[src/design/sds_pkg.sv]
// Shared types, constants and helpers of the SCAN disk scheduler.
`timescale 1ns / 1ps
`default_nettype none
package sds_pkg;

	localparam int MAX_REQUESTS = 64;
	localparam int CYL_BITS     = 16;
	localparam int IDX_BITS     = $clog2(MAX_REQUESTS);
	localparam int CNT_BITS     = $clog2(MAX_REQUESTS + 1);
	localparam int DIST_BITS    = CYL_BITS + 1;
	localparam int TOTAL_BITS   = 24;
	localparam int QUEUE_DEPTH  = 4;
	localparam int QPTR_BITS    = $clog2(QUEUE_DEPTH);
	localparam int QCNT_BITS    = $clog2(QUEUE_DEPTH + 1);
	localparam int CFG_IDX_BITS = 2;

	localparam logic [TOTAL_BITS-1:0] TOTAL_MAX = {TOTAL_BITS{1'b1}};
	localparam logic [DIST_BITS-1:0]  CYL_FULL  = DIST_BITS'(1) << CYL_BITS;

	// Configuration register indexes
	localparam logic [CFG_IDX_BITS-1:0] CFG_DISK_CYLINDERS = 2'd0;
	localparam logic [CFG_IDX_BITS-1:0] CFG_START_HEAD     = 2'd1;
	localparam logic [CFG_IDX_BITS-1:0] CFG_SWEEP_UP       = 2'd2;

	typedef struct packed {
		logic [CYL_BITS-1:0] request_cylinder;
		logic                last_request;
	} request_t;

	typedef struct packed {
		logic [CYL_BITS-1:0]   served_cylinder;
		logic [DIST_BITS-1:0]  seek_distance;
		logic [TOTAL_BITS-1:0] total_seek;
		logic                  overflow;
		logic                  last_served;
	} result_t;

	typedef struct packed {
		logic [DIST_BITS-1:0] disk_cylinders;
		logic [CYL_BITS-1:0]  start_head;
		logic                 sweep_up;
	} cfg_t;

	// Classified request handed from front to back
	typedef struct packed {
		logic [CYL_BITS-1:0] cylinder;
		logic                last;
		logic                drop;
	} qentry_t;

	typedef struct packed {
		logic    valid;
		qentry_t entry;
	} qout_t;

	function automatic logic [CYL_BITS-1:0] abs_diff(input logic [CYL_BITS-1:0] a,
		input logic [CYL_BITS-1:0] b);
		abs_diff = (a > b) ? (a - b) : (b - a);
	endfunction

endpackage
`default_nettype wire

[src/design/sds_front.sv]
// Front end: accepts requests, counts the batch and marks requests past capacity.
`timescale 1ns / 1ps
`default_nettype none
module sds_front (
	input  wire logic              clk,
	input  wire logic              arst_n,
	input  wire logic              start,
	input  wire sds_pkg::request_t request,
	input  wire logic              qfull,
	output logic                   busy,
	output logic                   push,
	output sds_pkg::qentry_t       entry
);

	logic [sds_pkg::CNT_BITS-1:0] fcount_q;
	logic                         full_batch;

	assign busy       = qfull;
	assign push       = start && !qfull;
	assign full_batch = (fcount_q == sds_pkg::CNT_BITS'(sds_pkg::MAX_REQUESTS));

	// Classify the incoming transaction
	always_comb begin
		entry.cylinder = request.request_cylinder;
		entry.last     = request.last_request;
		entry.drop     = full_batch;
	end

	// Track requests of the current batch; restart on the last one
	always_ff @(posedge clk or negedge arst_n) begin
		if (!arst_n) begin
			fcount_q <= '0;
		end else if (push) begin
			if (request.last_request) begin
				fcount_q <= '0;
			end else if (!full_batch) begin
				fcount_q <= fcount_q + sds_pkg::CNT_BITS'(1);
			end
		end
	end

endmodule
`default_nettype wire

[src/design/sds_queue.sv]
// Short queue of classified requests between front and back.
`timescale 1ns / 1ps
`default_nettype none
module sds_queue (
	input  wire logic             clk,
	input  wire logic             arst_n,
	input  wire logic             push,
	input  wire sds_pkg::qentry_t entry,
	input  wire logic             pop,
	output logic                  qfull,
	output sds_pkg::qout_t        qout
);

	sds_pkg::qentry_t              slot_q [sds_pkg::QUEUE_DEPTH];
	logic [sds_pkg::QPTR_BITS-1:0] wptr_q;
	logic [sds_pkg::QPTR_BITS-1:0] rptr_q;
	logic [sds_pkg::QCNT_BITS-1:0] cnt_q;
	logic                          do_pop;

	assign qfull      = (cnt_q == sds_pkg::QCNT_BITS'(sds_pkg::QUEUE_DEPTH));
	assign do_pop     = pop && (cnt_q != '0);
	assign qout.valid = (cnt_q != '0);
	assign qout.entry = slot_q[rptr_q];

	// Store entries
	always_ff @(posedge clk) begin
		if (push) begin
			slot_q[wptr_q] <= entry;
		end
	end

	// Advance pointers and fill level
	always_ff @(posedge clk or negedge arst_n) begin
		if (!arst_n) begin
			wptr_q <= '0;
			rptr_q <= '0;
			cnt_q  <= '0;
		end else begin
			if (push) begin
				wptr_q <= wptr_q + sds_pkg::QPTR_BITS'(1);
			end
			if (do_pop) begin
				rptr_q <= rptr_q + sds_pkg::QPTR_BITS'(1);
			end
			if (push && !do_pop) begin
				cnt_q <= cnt_q + sds_pkg::QCNT_BITS'(1);
			end else if (do_pop && !push) begin
				cnt_q <= cnt_q - sds_pkg::QCNT_BITS'(1);
			end
		end
	end

endmodule
`default_nettype wire

[src/design/sds_back.sv]
// Back end: request store and the SCAN selection sequencer that emits results.
`timescale 1ns / 1ps
`default_nettype none
module sds_back (
	input  wire logic            clk,
	input  wire logic            arst_n,
	input  wire sds_pkg::qout_t  qout,
	input  wire sds_pkg::cfg_t   cfg,
	output logic                 pop,
	output logic                 result_valid,
	output sds_pkg::result_t     result
);

	localparam logic [1:0] S_IDLE = 2'd0;
	localparam logic [1:0] S_SCAN = 2'd1;
	localparam logic [1:0] S_CALC = 2'd2;
	localparam logic [1:0] S_OUT  = 2'd3;

	logic [1:0]                     state_q;
	logic [sds_pkg::CYL_BITS-1:0]   mem [sds_pkg::MAX_REQUESTS];
	logic [sds_pkg::CNT_BITS-1:0]   count_q;
	logic [sds_pkg::CNT_BITS-1:0]   n_q;
	logic [sds_pkg::CNT_BITS-1:0]   k_q;
	logic [sds_pkg::CNT_BITS-1:0]   rd_idx_q;
	logic [sds_pkg::IDX_BITS-1:0]   rd_idx_s1;
	logic                           rd_valid_s1;
	logic [sds_pkg::CYL_BITS-1:0]   rdata_s1;
	logic [sds_pkg::MAX_REQUESTS-1:0] served_q;
	logic                           dflag_q;
	logic                           up_q;
	logic                           turned_q;
	logic [sds_pkg::CYL_BITS-1:0]   head_q;
	logic [sds_pkg::CYL_BITS-1:0]   edge_q;
	logic                           bfound_q;
	logic [sds_pkg::CYL_BITS-1:0]   bbest_val_q;
	logic [sds_pkg::IDX_BITS-1:0]   bbest_idx_q;
	logic                           ufound_q;
	logic [sds_pkg::CYL_BITS-1:0]   ubest_val_q;
	logic [sds_pkg::IDX_BITS-1:0]   ubest_idx_q;
	logic [sds_pkg::DIST_BITS-1:0]  dist_q;
	logic [sds_pkg::TOTAL_BITS-1:0] total_q;
	logic                           result_valid_q;
	sds_pkg::result_t               result_q;

	logic                           store_we;
	logic [sds_pkg::CNT_BITS-1:0]   n_next;
	logic [sds_pkg::DIST_BITS-1:0]  cyl_c;
	logic [sds_pkg::CYL_BITS-1:0]   edge_c;
	logic                           issue;
	logic                           live;
	logic                           in_side;
	logic                           b_better;
	logic                           u_better;
	logic [sds_pkg::CNT_BITS-1:0]   n_m1;
	logic                           scan_done;
	logic                           use_b;
	logic [sds_pkg::CYL_BITS-1:0]   pick_val;
	logic [sds_pkg::IDX_BITS-1:0]   pick_idx;
	logic [sds_pkg::DIST_BITS-1:0]  dist_c;
	logic [sds_pkg::TOTAL_BITS:0]   sum_c;
	logic                           last_k;

	assign pop      = (state_q == S_IDLE) && qout.valid;
	assign store_we = pop && !qout.entry.drop;
	assign n_next   = count_q + sds_pkg::CNT_BITS'(store_we);

	// Clamp the cylinder count and derive the turn edge
	always_comb begin
		if (cfg.disk_cylinders == '0) begin
			cyl_c = sds_pkg::DIST_BITS'(1);
		end else if (cfg.disk_cylinders > sds_pkg::CYL_FULL) begin
			cyl_c = sds_pkg::CYL_FULL;
		end else begin
			cyl_c = cfg.disk_cylinders;
		end
		edge_c = cfg.sweep_up ? sds_pkg::CYL_BITS'(cyl_c - sds_pkg::DIST_BITS'(1)) : '0;
	end

	// Compare one stored request against both running bests
	assign issue     = (state_q == S_SCAN) && (rd_idx_q < n_q);
	assign live      = rd_valid_s1 && !served_q[rd_idx_s1];
	assign in_side   = up_q ? (rdata_s1 >= head_q) : (rdata_s1 <= head_q);
	assign b_better  = !bfound_q || (up_q ? (rdata_s1 < bbest_val_q) : (rdata_s1 > bbest_val_q));
	assign u_better  = !ufound_q || (up_q ? (rdata_s1 > ubest_val_q) : (rdata_s1 < ubest_val_q));
	assign n_m1      = n_q - sds_pkg::CNT_BITS'(1);
	assign scan_done = rd_valid_s1 && (rd_idx_s1 == n_m1[sds_pkg::IDX_BITS-1:0]);

	// Choose the next request and its seek distance
	always_comb begin
		use_b    = !turned_q && bfound_q;
		pick_val = use_b ? bbest_val_q : ubest_val_q;
		pick_idx = use_b ? bbest_idx_q : ubest_idx_q;
		if (!use_b && !turned_q) begin
			dist_c = {1'b0, sds_pkg::abs_diff(edge_q, head_q)}
				+ {1'b0, sds_pkg::abs_diff(pick_val, edge_q)};
		end else begin
			dist_c = {1'b0, sds_pkg::abs_diff(pick_val, head_q)};
		end
	end

	assign sum_c  = {1'b0, total_q} + (sds_pkg::TOTAL_BITS + 1)'(dist_q);
	assign last_k = ((k_q + sds_pkg::CNT_BITS'(1)) == n_q);

	// Request store: one write port, one registered read port
	always_ff @(posedge clk) begin
		if (store_we) begin
			mem[count_q[sds_pkg::IDX_BITS-1:0]] <= qout.entry.cylinder;
		end
		rdata_s1 <= mem[rd_idx_q[sds_pkg::IDX_BITS-1:0]];
	end

	// Sequence loading, scanning and emission
	always_ff @(posedge clk or negedge arst_n) begin
		if (!arst_n) begin
			state_q        <= S_IDLE;
			count_q        <= '0;
			n_q            <= '0;
			k_q            <= '0;
			rd_idx_q       <= '0;
			rd_idx_s1      <= '0;
			rd_valid_s1    <= 1'b0;
			served_q       <= '0;
			dflag_q        <= 1'b0;
			up_q           <= 1'b1;
			turned_q       <= 1'b0;
			head_q         <= '0;
			edge_q         <= '0;
			bfound_q       <= 1'b0;
			bbest_val_q    <= '0;
			bbest_idx_q    <= '0;
			ufound_q       <= 1'b0;
			ubest_val_q    <= '0;
			ubest_idx_q    <= '0;
			dist_q         <= '0;
			total_q        <= '0;
			result_valid_q <= 1'b0;
			result_q       <= '0;
		end else begin
			result_valid_q <= (state_q == S_OUT);
			rd_valid_s1    <= issue;
			rd_idx_s1      <= rd_idx_q[sds_pkg::IDX_BITS-1:0];
			unique case (state_q)
				S_IDLE: begin
					if (pop) begin
						count_q <= n_next;
						if (qout.entry.drop) begin
							dflag_q <= 1'b1;
						end
						if (qout.entry.last) begin
							n_q      <= n_next;
							k_q      <= '0;
							up_q     <= cfg.sweep_up;
							edge_q   <= edge_c;
							head_q   <= cfg.start_head;
							turned_q <= 1'b0;
							total_q  <= '0;
							rd_idx_q <= '0;
							bfound_q <= 1'b0;
							ufound_q <= 1'b0;
							state_q  <= S_SCAN;
						end
					end
				end
				S_SCAN: begin
					if (issue) begin
						rd_idx_q <= rd_idx_q + sds_pkg::CNT_BITS'(1);
					end
					if (live && in_side && b_better) begin
						bfound_q    <= 1'b1;
						bbest_val_q <= rdata_s1;
						bbest_idx_q <= rd_idx_s1;
					end
					if (live && u_better) begin
						ufound_q    <= 1'b1;
						ubest_val_q <= rdata_s1;
						ubest_idx_q <= rd_idx_s1;
					end
					if (scan_done) begin
						state_q <= S_CALC;
					end
				end
				S_CALC: begin
					served_q[pick_idx] <= 1'b1;
					dist_q             <= dist_c;
					head_q             <= pick_val;
					result_q.served_cylinder <= pick_val;
					if (!use_b) begin
						turned_q <= 1'b1;
					end
					state_q <= S_OUT;
				end
				S_OUT: begin
					total_q <= sum_c[sds_pkg::TOTAL_BITS] ? sds_pkg::TOTAL_MAX
						: sum_c[sds_pkg::TOTAL_BITS-1:0];
					result_q.seek_distance <= dist_q;
					result_q.total_seek    <= sum_c[sds_pkg::TOTAL_BITS] ? sds_pkg::TOTAL_MAX
						: sum_c[sds_pkg::TOTAL_BITS-1:0];
					result_q.overflow      <= dflag_q;
					result_q.last_served   <= last_k;
					k_q                    <= k_q + sds_pkg::CNT_BITS'(1);
					rd_idx_q               <= '0;
					bfound_q               <= 1'b0;
					ufound_q               <= 1'b0;
					if (last_k) begin
						served_q <= '0;
						count_q  <= '0;
						dflag_q  <= 1'b0;
						state_q  <= S_IDLE;
					end else begin
						state_q <= S_SCAN;
					end
				end
				default: begin
					state_q <= S_IDLE;
				end
			endcase
		end
	end

	assign result_valid = result_valid_q;
	assign result       = result_q;

endmodule
`default_nettype wire

[src/design/scan_disk_scheduler.sv]
// Top level of the SCAN disk scheduler: configuration registers, front, queue and back.
// Requests are taken one per cycle while the four-entry queue has room; busy rises when
// it fills during emission. Each result takes a scan of registered store reads over all
// n stored requests, then a selection state and an output state, and is registered.
// Results cannot be stalled.
// Reset clears all control state and returns the settings to their defaults; the request store is left as is.
`timescale 1ns / 1ps
`default_nettype none
module scan_disk_scheduler (
	input  wire logic                              clk,
	input  wire logic                              arst_n,
	input  wire logic                              start,
	output logic                                   busy,
	input  wire sds_pkg::request_t                 request,
	output logic                                   result_valid,
	output sds_pkg::result_t                       result,
	input  wire logic                              cfg_valid,
	output logic                                   cfg_ready,
	input  wire logic [sds_pkg::CFG_IDX_BITS-1:0]  cfg_index,
	input  wire logic [sds_pkg::DIST_BITS-1:0]     cfg_data
);

	sds_pkg::cfg_t    cfg_q;
	sds_pkg::qentry_t entry;
	sds_pkg::qout_t   qout;
	logic             push;
	logic             pop;
	logic             qfull;

	assign cfg_ready = 1'b1;

	// Write configuration registers
	always_ff @(posedge clk or negedge arst_n) begin
		if (!arst_n) begin
			cfg_q.disk_cylinders <= sds_pkg::CYL_FULL;
			cfg_q.start_head     <= '0;
			cfg_q.sweep_up       <= 1'b1;
		end else if (cfg_valid && cfg_ready) begin
			unique case (cfg_index)
				sds_pkg::CFG_DISK_CYLINDERS: cfg_q.disk_cylinders <= cfg_data;
				sds_pkg::CFG_START_HEAD: begin
					cfg_q.start_head <= cfg_data[sds_pkg::CYL_BITS-1:0];
				end
				sds_pkg::CFG_SWEEP_UP: cfg_q.sweep_up <= cfg_data[0];
				default: begin
				end
			endcase
		end
	end

	sds_front u_front (
		.clk     (clk),
		.arst_n  (arst_n),
		.start   (start),
		.request (request),
		.qfull   (qfull),
		.busy    (busy),
		.push    (push),
		.entry   (entry)
	);

	sds_queue u_queue (
		.clk    (clk),
		.arst_n (arst_n),
		.push   (push),
		.entry  (entry),
		.pop    (pop),
		.qfull  (qfull),
		.qout   (qout)
	);

	sds_back u_back (
		.clk          (clk),
		.arst_n       (arst_n),
		.qout         (qout),
		.cfg          (cfg_q),
		.pop          (pop),
		.result_valid (result_valid),
		.result       (result)
	);

endmodule
`default_nettype wire

[config.mk]
export PLATFORM = sky130hd
export DESIGN_NAME = scan_disk_scheduler
export DESIGN_NICKNAME = d
export VERILOG_FILES = /design/src/design/sds_pkg.sv /design/src/design/sds_front.sv /design/src/design/sds_queue.sv /design/src/design/sds_back.sv /design/src/design/scan_disk_scheduler.sv
export SDC_FILE = /design/constraint.sdc
export NUM_CORES = 2
export LEC_CHECK = 0
export BUFFER_PORTS_ARGS = -buffer_cell sky130_fd_sc_hd__buf_4
export CAP_MARGIN = 5
export CORE_MARGIN = 2
export CORE_UTILIZATION = 57
export CTS_CLUSTER_SIZE = 16
export DETAILED_ROUTE_END_ITERATION = 16
export GPL_ROUTABILITY_DRIVEN = 0
export PLACE_DENSITY = 0.76
export REMOVE_ABC_BUFFERS = 1
export SLEW_MARGIN = 20
export SYNTH_ARGS = -nofsm -noshare
export SYNTH_HDL_FRONTEND = slang
export SYNTH_SLANG_ARGS = --single-unit
[constraint.sdc]
create_clock -name clk -period 6.7 [get_ports clk]
set_clock_uncertainty 0.1 [all_clocks]
set_input_delay 1.005 -clock clk [delete_from_list [all_inputs] [get_ports clk]]
set_output_delay 1.005 -clock clk [all_outputs]
set_load 0.02 [all_outputs]
After elaboration in Yosys (flattened, before gate mapping)
Memory sizes are Yosys's and may differ from the RTL's. A register that Yosys moved wholly into a read port is not among the register bits.
Index checks and enable logic that the tools add are counted.
Widths: inputs -> output; s select.
- bits in registers: 331
- memory bits (writable): 1096
- output and inout port bits: 62
- memories kept: 2
- memories (name ; depth ; width ; read ports ; clocked after memory_dff ; write ports ; line ; source):
    u_back.mem ; 64 ; 16 ; 1 ; 1 ; 1 ; sds_back.sv:20 ; logic [sds_pkg::CYL_BITS-1:0] mem [sds_pkg::MAX_REQUESTS];
    u_queue.slot_q ; 4 ; 18 ; 1 ; 0 ; 1 ; sds_queue.sv:14 ; sds_pkg::qentry_t slot_q [sds_pkg::QUEUE_DEPTH];
- add/subtract/negate cells: 18
- $lt $le $gt $ge: 14
- equality and inequality tests: 19
- muxes and demuxes: 58
- bitwise logic cells: 1
- reduce and logical (&&, ||, !) cells: 52
- operators by type and width (cell ; number):
    $mux 16 ; 9
    $pmux 64 s2 ; 1
    $sub 16x16->16 ; 6
    $gt 16x16->1 ; 5
    $mux 24 ; 3
    $mux 64 ; 1
    $or 64x64->64 ; 1
    $mux 7 ; 7
    $pmux 24 s2 ; 1
    $lt 16x16->1 ; 2
    $pmux 16 s2 ; 1
    $pmux 7 s2 ; 2
    $add 24x17->25 ; 1
    $add 7x1->7 const B ; 3
    $pmux 7 s3 ; 1
    $reduce_and 4->1 ; 5
    $mux 1 ; 18
    $add 16x16->17 ; 1
    $gt 17x17->1 const B ; 1
    $logic_not 17->1 ; 1
    $mux 17 ; 1
    $ge 16x16->1 ; 1
    $le 16x16->1 ; 1
    $sub 16x1->16 const B ; 1
    32 further kinds ; 88

Logic depth before layout (Yosys ltp)
- depth after elaboration: 9
- depth in mapped cells: 28

Modules after synthesis
From an unflattened synthesis, not the netlist that was laid out.
- cell total of the unflattened synthesis: 4008
- area total of the unflattened synthesis: 63853.7 µm²
- modules (own cells, without submodules) (module ; instances ; cells an instance ; area an instance (µm²) ; seq. area each (µm²)):
    sds_back ; 1 ; 3735 ; 58934.0 ; 38152.8
    sds_queue ; 1 ; 128 ; 3007.9 ; 2337.2
    scan_disk_scheduler ; 1 ; 75 ; 1310.0 ; 853.3
    sds_front ; 1 ; 70 ; 601.8 ; 175.2

Worst setup path after synthesis
No wires, ideal clock.
- path kind: register -> register
- from: register u_back.bfound_q
- to: register u_back.dist_q[14] in the netlist's numbering
- setup time: 0.124 ns
- arrival time: 6.058 ns
- path slack: 0.418 ns
- cell stages (with the launch flop): 27
- period minus slack after synthesis: 6.282 ns
- path through: dfrtp_1 nand2b_1 clkbuf_1 clkbuf_1 clkbuf_1 nor2_1 a21oi_1 inv_1 ha_1 and2_1 a221o_1 a221o_1 o21a_1 clkbuf_1 a211oi_1 a21oi_1 xor2_1 ha_1 inv_1 o21bai_1 a2111oi_0 o311ai_0 a31o_2 a21oi_1 xor2_1 nor2_1 a211o_1
- cells in the longest elaborated chain, start to end: 6
- elaborated cells between the ends (all ways): 14
- classes of those cells: add/sub (5); order compare (2); mux (4); reduce/logical (3)
- RTL lines (element ; line ; source):
    start, declared ; sds_back.sv:34 ; logic bfound_q;
    start signal, assigned ; sds_back.sv:128 ; bfound_q <= 1'b0;
    start signal, assigned ; sds_back.sv:158 ; bfound_q <= 1'b0;
    start signal, assigned ; sds_back.sv:169 ; bfound_q <= 1'b1;
    $logic_and 1x1->1 (*) ; sds_back.sv:90 ; use_b = !turned_q && bfound_q;
    $mux 16 (*) ; sds_back.sv:91 ; pick_val = use_b ? bbest_val_q : ubest_val_q;
    net u_back.pick_val (one bit) ; sds_back.sv:57 ; logic [sds_pkg::CYL_BITS-1:0] pick_val;
    $sub 16x16->16 or $gt 16x16->1 (tied branches) ; sds_pkg.sv:58 ; abs_diff = (a > b) ? (a - b) : (b - a);
    $mux 16 ; sds_pkg.sv:58 ;
    $add 16x16->17 ; sds_back.sv:95 ; + {1'b0, sds_pkg::abs_diff(pick_val, edge_q)};
    $mux 17 (*) ; sds_back.sv:93 ; if (!use_b && !turned_q) begin
    end signal, assigned ; sds_back.sv:184 ; dist_q <= dist_c;
    end, declared ; sds_back.sv:40 ; logic [sds_pkg::DIST_BITS-1:0] dist_q;
The timed path passes the listed nets; every way through them passes the cells marked *.
A chain may end at the register's enable or synchronous reset.

Final worst setup path
Ends and elaborated chain as after synthesis.

==> results.toml <==
[sta]
grt_setup_unrepaired = "no"
fin_tns_setup_ns = 0
slew_viol_final = 0
relSlewSlack_pct = 18.88
finalHoldViolations = 0
min_period_ns = 6.269
setup_viol = 0
hold_slack_ns = 0.1204
setup_slack_ns = 0.4314
finalCritPeriodShare_pct = 93.56
max_slew.worst_pin.slew_ns = 1.217
timing.fmax_mhz = 159.5

[cts]
post_cts_buffers = 0
cts-root-buf = "clkbuf_16"
clk_path_buf_depth = 3
cts_tree = "built"
cts_max_level = 4
postCtsHoldBufs = 0
clkTransAtPathRegs_ns = 0.06
clock_latency_ns = 0.76
cts_buffers = 147
cts.sinks = 1443

[route]
drtAntennaViolNets = 0
firstDrtPassIters = 5
wl_met3_um = 12680
wl_met1_um = 60790
routed_wl_um = 161800
drt_iter0_drc = 4257
dr_wl_met2_um = 79930
drc = 0
vias_per_cell = 6.450
highest_layer = "met5"
num_vias = 37040
wl_per_cell_um = 28.18

[logic_synthesis]
synthArstFlopShare_pct = 22.94
synth_area_um2 = 63640
synth_cells = 3976
ys_seq_area_share_pct = 65.24
synth_edf_count = 1096
synth-main-ff-cell = "edfxtp_1"
syn_area_per_cell_um2 = 16.01
yosys_warnings = 0
synth_cell_types = 78
ys_ff_latch = 1443

[power]
power_uw = 37300
clkPwrFrac_pct = 21.5
swShare_pct = 38.72
p_sw_uw = 14450
leakage_uw = 0.02565
internal_power_uw = 22860
ir_drop_mv = 0.7628
p_seq_share_pct = 33.7
combPwrFrac_pct = 44.8
power_density_nw_per_um2 = 524.6

[global_route]
antenna_found_initial = 3
grt_overflow = 0
grt_pass1_vias = 37580
grt_pass1_wl_um = 242900
track_usage_pct = 28.43
grt_max_degree = 146

[flow_run]
drv_cap = 0

[die]
fp.dieW_um = 338.2
dieArea_um2 = 114300
rows = 122
die_y_um = 338.2
ioPinCount = 102
start_util_pct = 57.51
core_area_um2 = 110700

[worst_setup_path]
crit_arrival_ns = 6.82
cp.required_ns = 7.25
cp-start-kind = "register"
worstPathMaxFanout = 21
end_kind = "register"
critPathKind = "register to register"

[final_layout]
area_delta_synth_final_pct = 11.73
final_cells = 5742
drive_gt1_share_pct = 21.96
finalNetCount = 4386

[placed_design]
hpwl_um = 98290
numPortBuffers = 100
dpl.cell_count = 5479
preCtsSetupSlack_ns = 0.2319

[status]
status = "finished, final reports clean"

[min_path]
worst_hold_path_type = "input pin to asynchronous set/reset pin"
path summary, 6_finish.rpt:
path / start / to / depth (start not counted) / slack, ns
worst max-delay path: u_back.bfound_q / u_back.dist_q[14] / 22 / 0.43
worst min-delay path: arst_n / u_back.result[15] / 1 / 0.12
worst max register to register: u_back.bfound_q / u_back.dist_q[14] / 22 / 0.43
worst min register to register: u_back.result[47] / u_back.result[47] / 1 / 0.38
max in group asynchronous: arst_n / u_queue.wptr_q[0] / 2 / 5.10
min in group clk: request[4] / u_queue.slot_q[3][5] / 1 / 0.35
power groups by stage:
stage	registers (uW)	logic (uW)	clock network [uW]
after floorplan	13000	11900	0
after global placement	12700	15900	0
after detailed placement	12800	16200	0
after CTS	12600	16400	8120
after global routing	12700	18000	8440
final	12600	16700	8010
timing repair:
action	in CTS	in global routing
setup endpoints to repair	0	3
endpoints found under the hold margin	0	0
resized for setup	0	4
cells by family (layout without fill, tap and decap cells):
| kind of cell | count (synthesis) | after routing | synth area share (%) |
|---|---|---|---|
| AO/OA/AOI/OAI | 670 | 670 | 6.523 |
| XOR/XNOR | 107 | 107 | 1.472 |
| adder cells (fa/ha/maj) | 206 | 206 | 4.156 |
| buffers and inverters | 337 | 614 | 2.058 |
| flip-flops | 1443 | 1443 | 65.24 |
| multiplexers | 513 | 513 | 15.61 |
| other | 1 | 2 | 0.005892 |
| AND/OR/NAND/NOR | 699 | 699 | 4.935 |
layout make-up:
| type | count | area, um^2 |
|---|---|---|
| antenna | 1 | 2.502 |
| clock buffer | 185 | 3966 |
| clock inverter | 77 | 681.9 |
| fill | 7540 | 39560 |
| inverter | 147 | 554.3 |
| multi-input combinational | 2196 | 20890 |
| sequential | 1443 | 41530 |
| tap | 1488 | 1862 |
| timing repair buffer | 205 | 1622 |
metrics by stage:
| stage | utilization (%) | cell area, um^2 |
|---|---|---|
| 2_1_floorplan | - | 62890 |
| 6_report | 64.26 | 71110 |
| 4_1_cts | 64.21 | 71060 |
| 3_3_place_gp | 60.01 | 66410 |
| 3_5_place_dp | 60.01 | 66410 |
| 5_1_grt | 64.25 | 71110 |
cells in the mapped netlist (all sizes together), types with 6 or more instances:
cell type | instances | share of area, %
edfxtp | 1096 | 52
mux4 | 373 | 13
dfrtp | 328 | 13
nor2 | 299 | 1.8
a21oi | 225 | 1.8
ha | 197 | 3.9
nand2 | 177 | 1.0
o21ai | 155 | 1.2
inv | 146 | 0.86
clkbuf | 135 | 0.80
mux2 | 108 | 1.9
a21o | 81 | 0.96
xnor2 | 66 | 0.91
buf | 55 | 0.40
nand3 | 43 | 0.34
xor2 | 41 | 0.56
nor3 | 35 | 0.28
o21a | 35 | 0.41
mux2i | 32 | 0.50
a31oi | 27 | 0.27
nand4 | 26 | 0.26
nand2b | 23 | 0.23
a211oi | 18 | 0.21
and3 | 17 | 0.17
dfxtp | 16 | 0.50
nor2b | 16 | 0.16
o22ai | 16 | 0.16
o211ai | 14 | 0.17
and2 | 13 | 0.13
o31ai | 12 | 0.14
o21bai | 11 | 0.13
fa | 9 | 0.28
o221ai | 9 | 0.12
or2 | 9 | 0.088
a22o | 8 | 0.11
nand3b | 8 | 0.094
or3 | 8 | 0.079
a2111oi | 6 | 0.083
nor4 | 6 | 0.069
per-layer routing:
layer,GRT usage (%),up-vias
met5,0,-
met4,14.33,4
met3,5.133,405
met2,46.35,1925
met1,37.04,18940
li1,-,15760
cells in the final DEF, fill, tap and decap left out, types with 29 or more instances in the layout:
cell type  count
inv_1        146
clkinv_1      29
o21ai_0      152
o21a_1        35
buf_4        198
dfrtp_1      325
nor3_1        35
xor2_1        41
nand2_1      177
nand3_1       43
edfxtp_1    1096
a21o_1        80
xnor2_1       66
mux4_2       364
mux2i_1       32
a21oi_1      222
mux2_2       107
ha_1         195
clkbuf_16    151
nor2_1       293
sequential cells by signal (all words and copies together), names as in the netlist, 16 cells and up:
name / count
u_back.mem: 1024
u_queue.slot_q: 72
u_back.served_q: 64
u_back.result: 59
cfg_q: 34
u_back.total_q: 24
u_back.dist_q: 17
u_back.bbest_val_q: 16
u_back.edge_q: 16
u_back.head_q: 16
u_back.rdata_s1: 16
u_back.ubest_val_q: 16
worst max-delay path, stage by stage (launching register included):
cell and delay, ns:
dfrtp_1 0.48, nand2b_4 0.28, nor2_1 0.07, a21oi_1 0.30, inv_1 0.13, ha_1 0.38, and2_1 0.20, a221o_1 0.33
a221o_1 0.40, o21ai_2 0.40, mux2_2 0.42, a21oi_1 0.34, o21ai_0 0.17, xor2_1 0.18, ha_1 0.35, and3_1 0.19
a21oi_1 0.18, o311ai_0 0.25, a31o_2 0.29, a21oi_1 0.24, xor2_1 0.18, nor2_1 0.07, a211o_1 0.22
(Power assumes the default switching activity.)
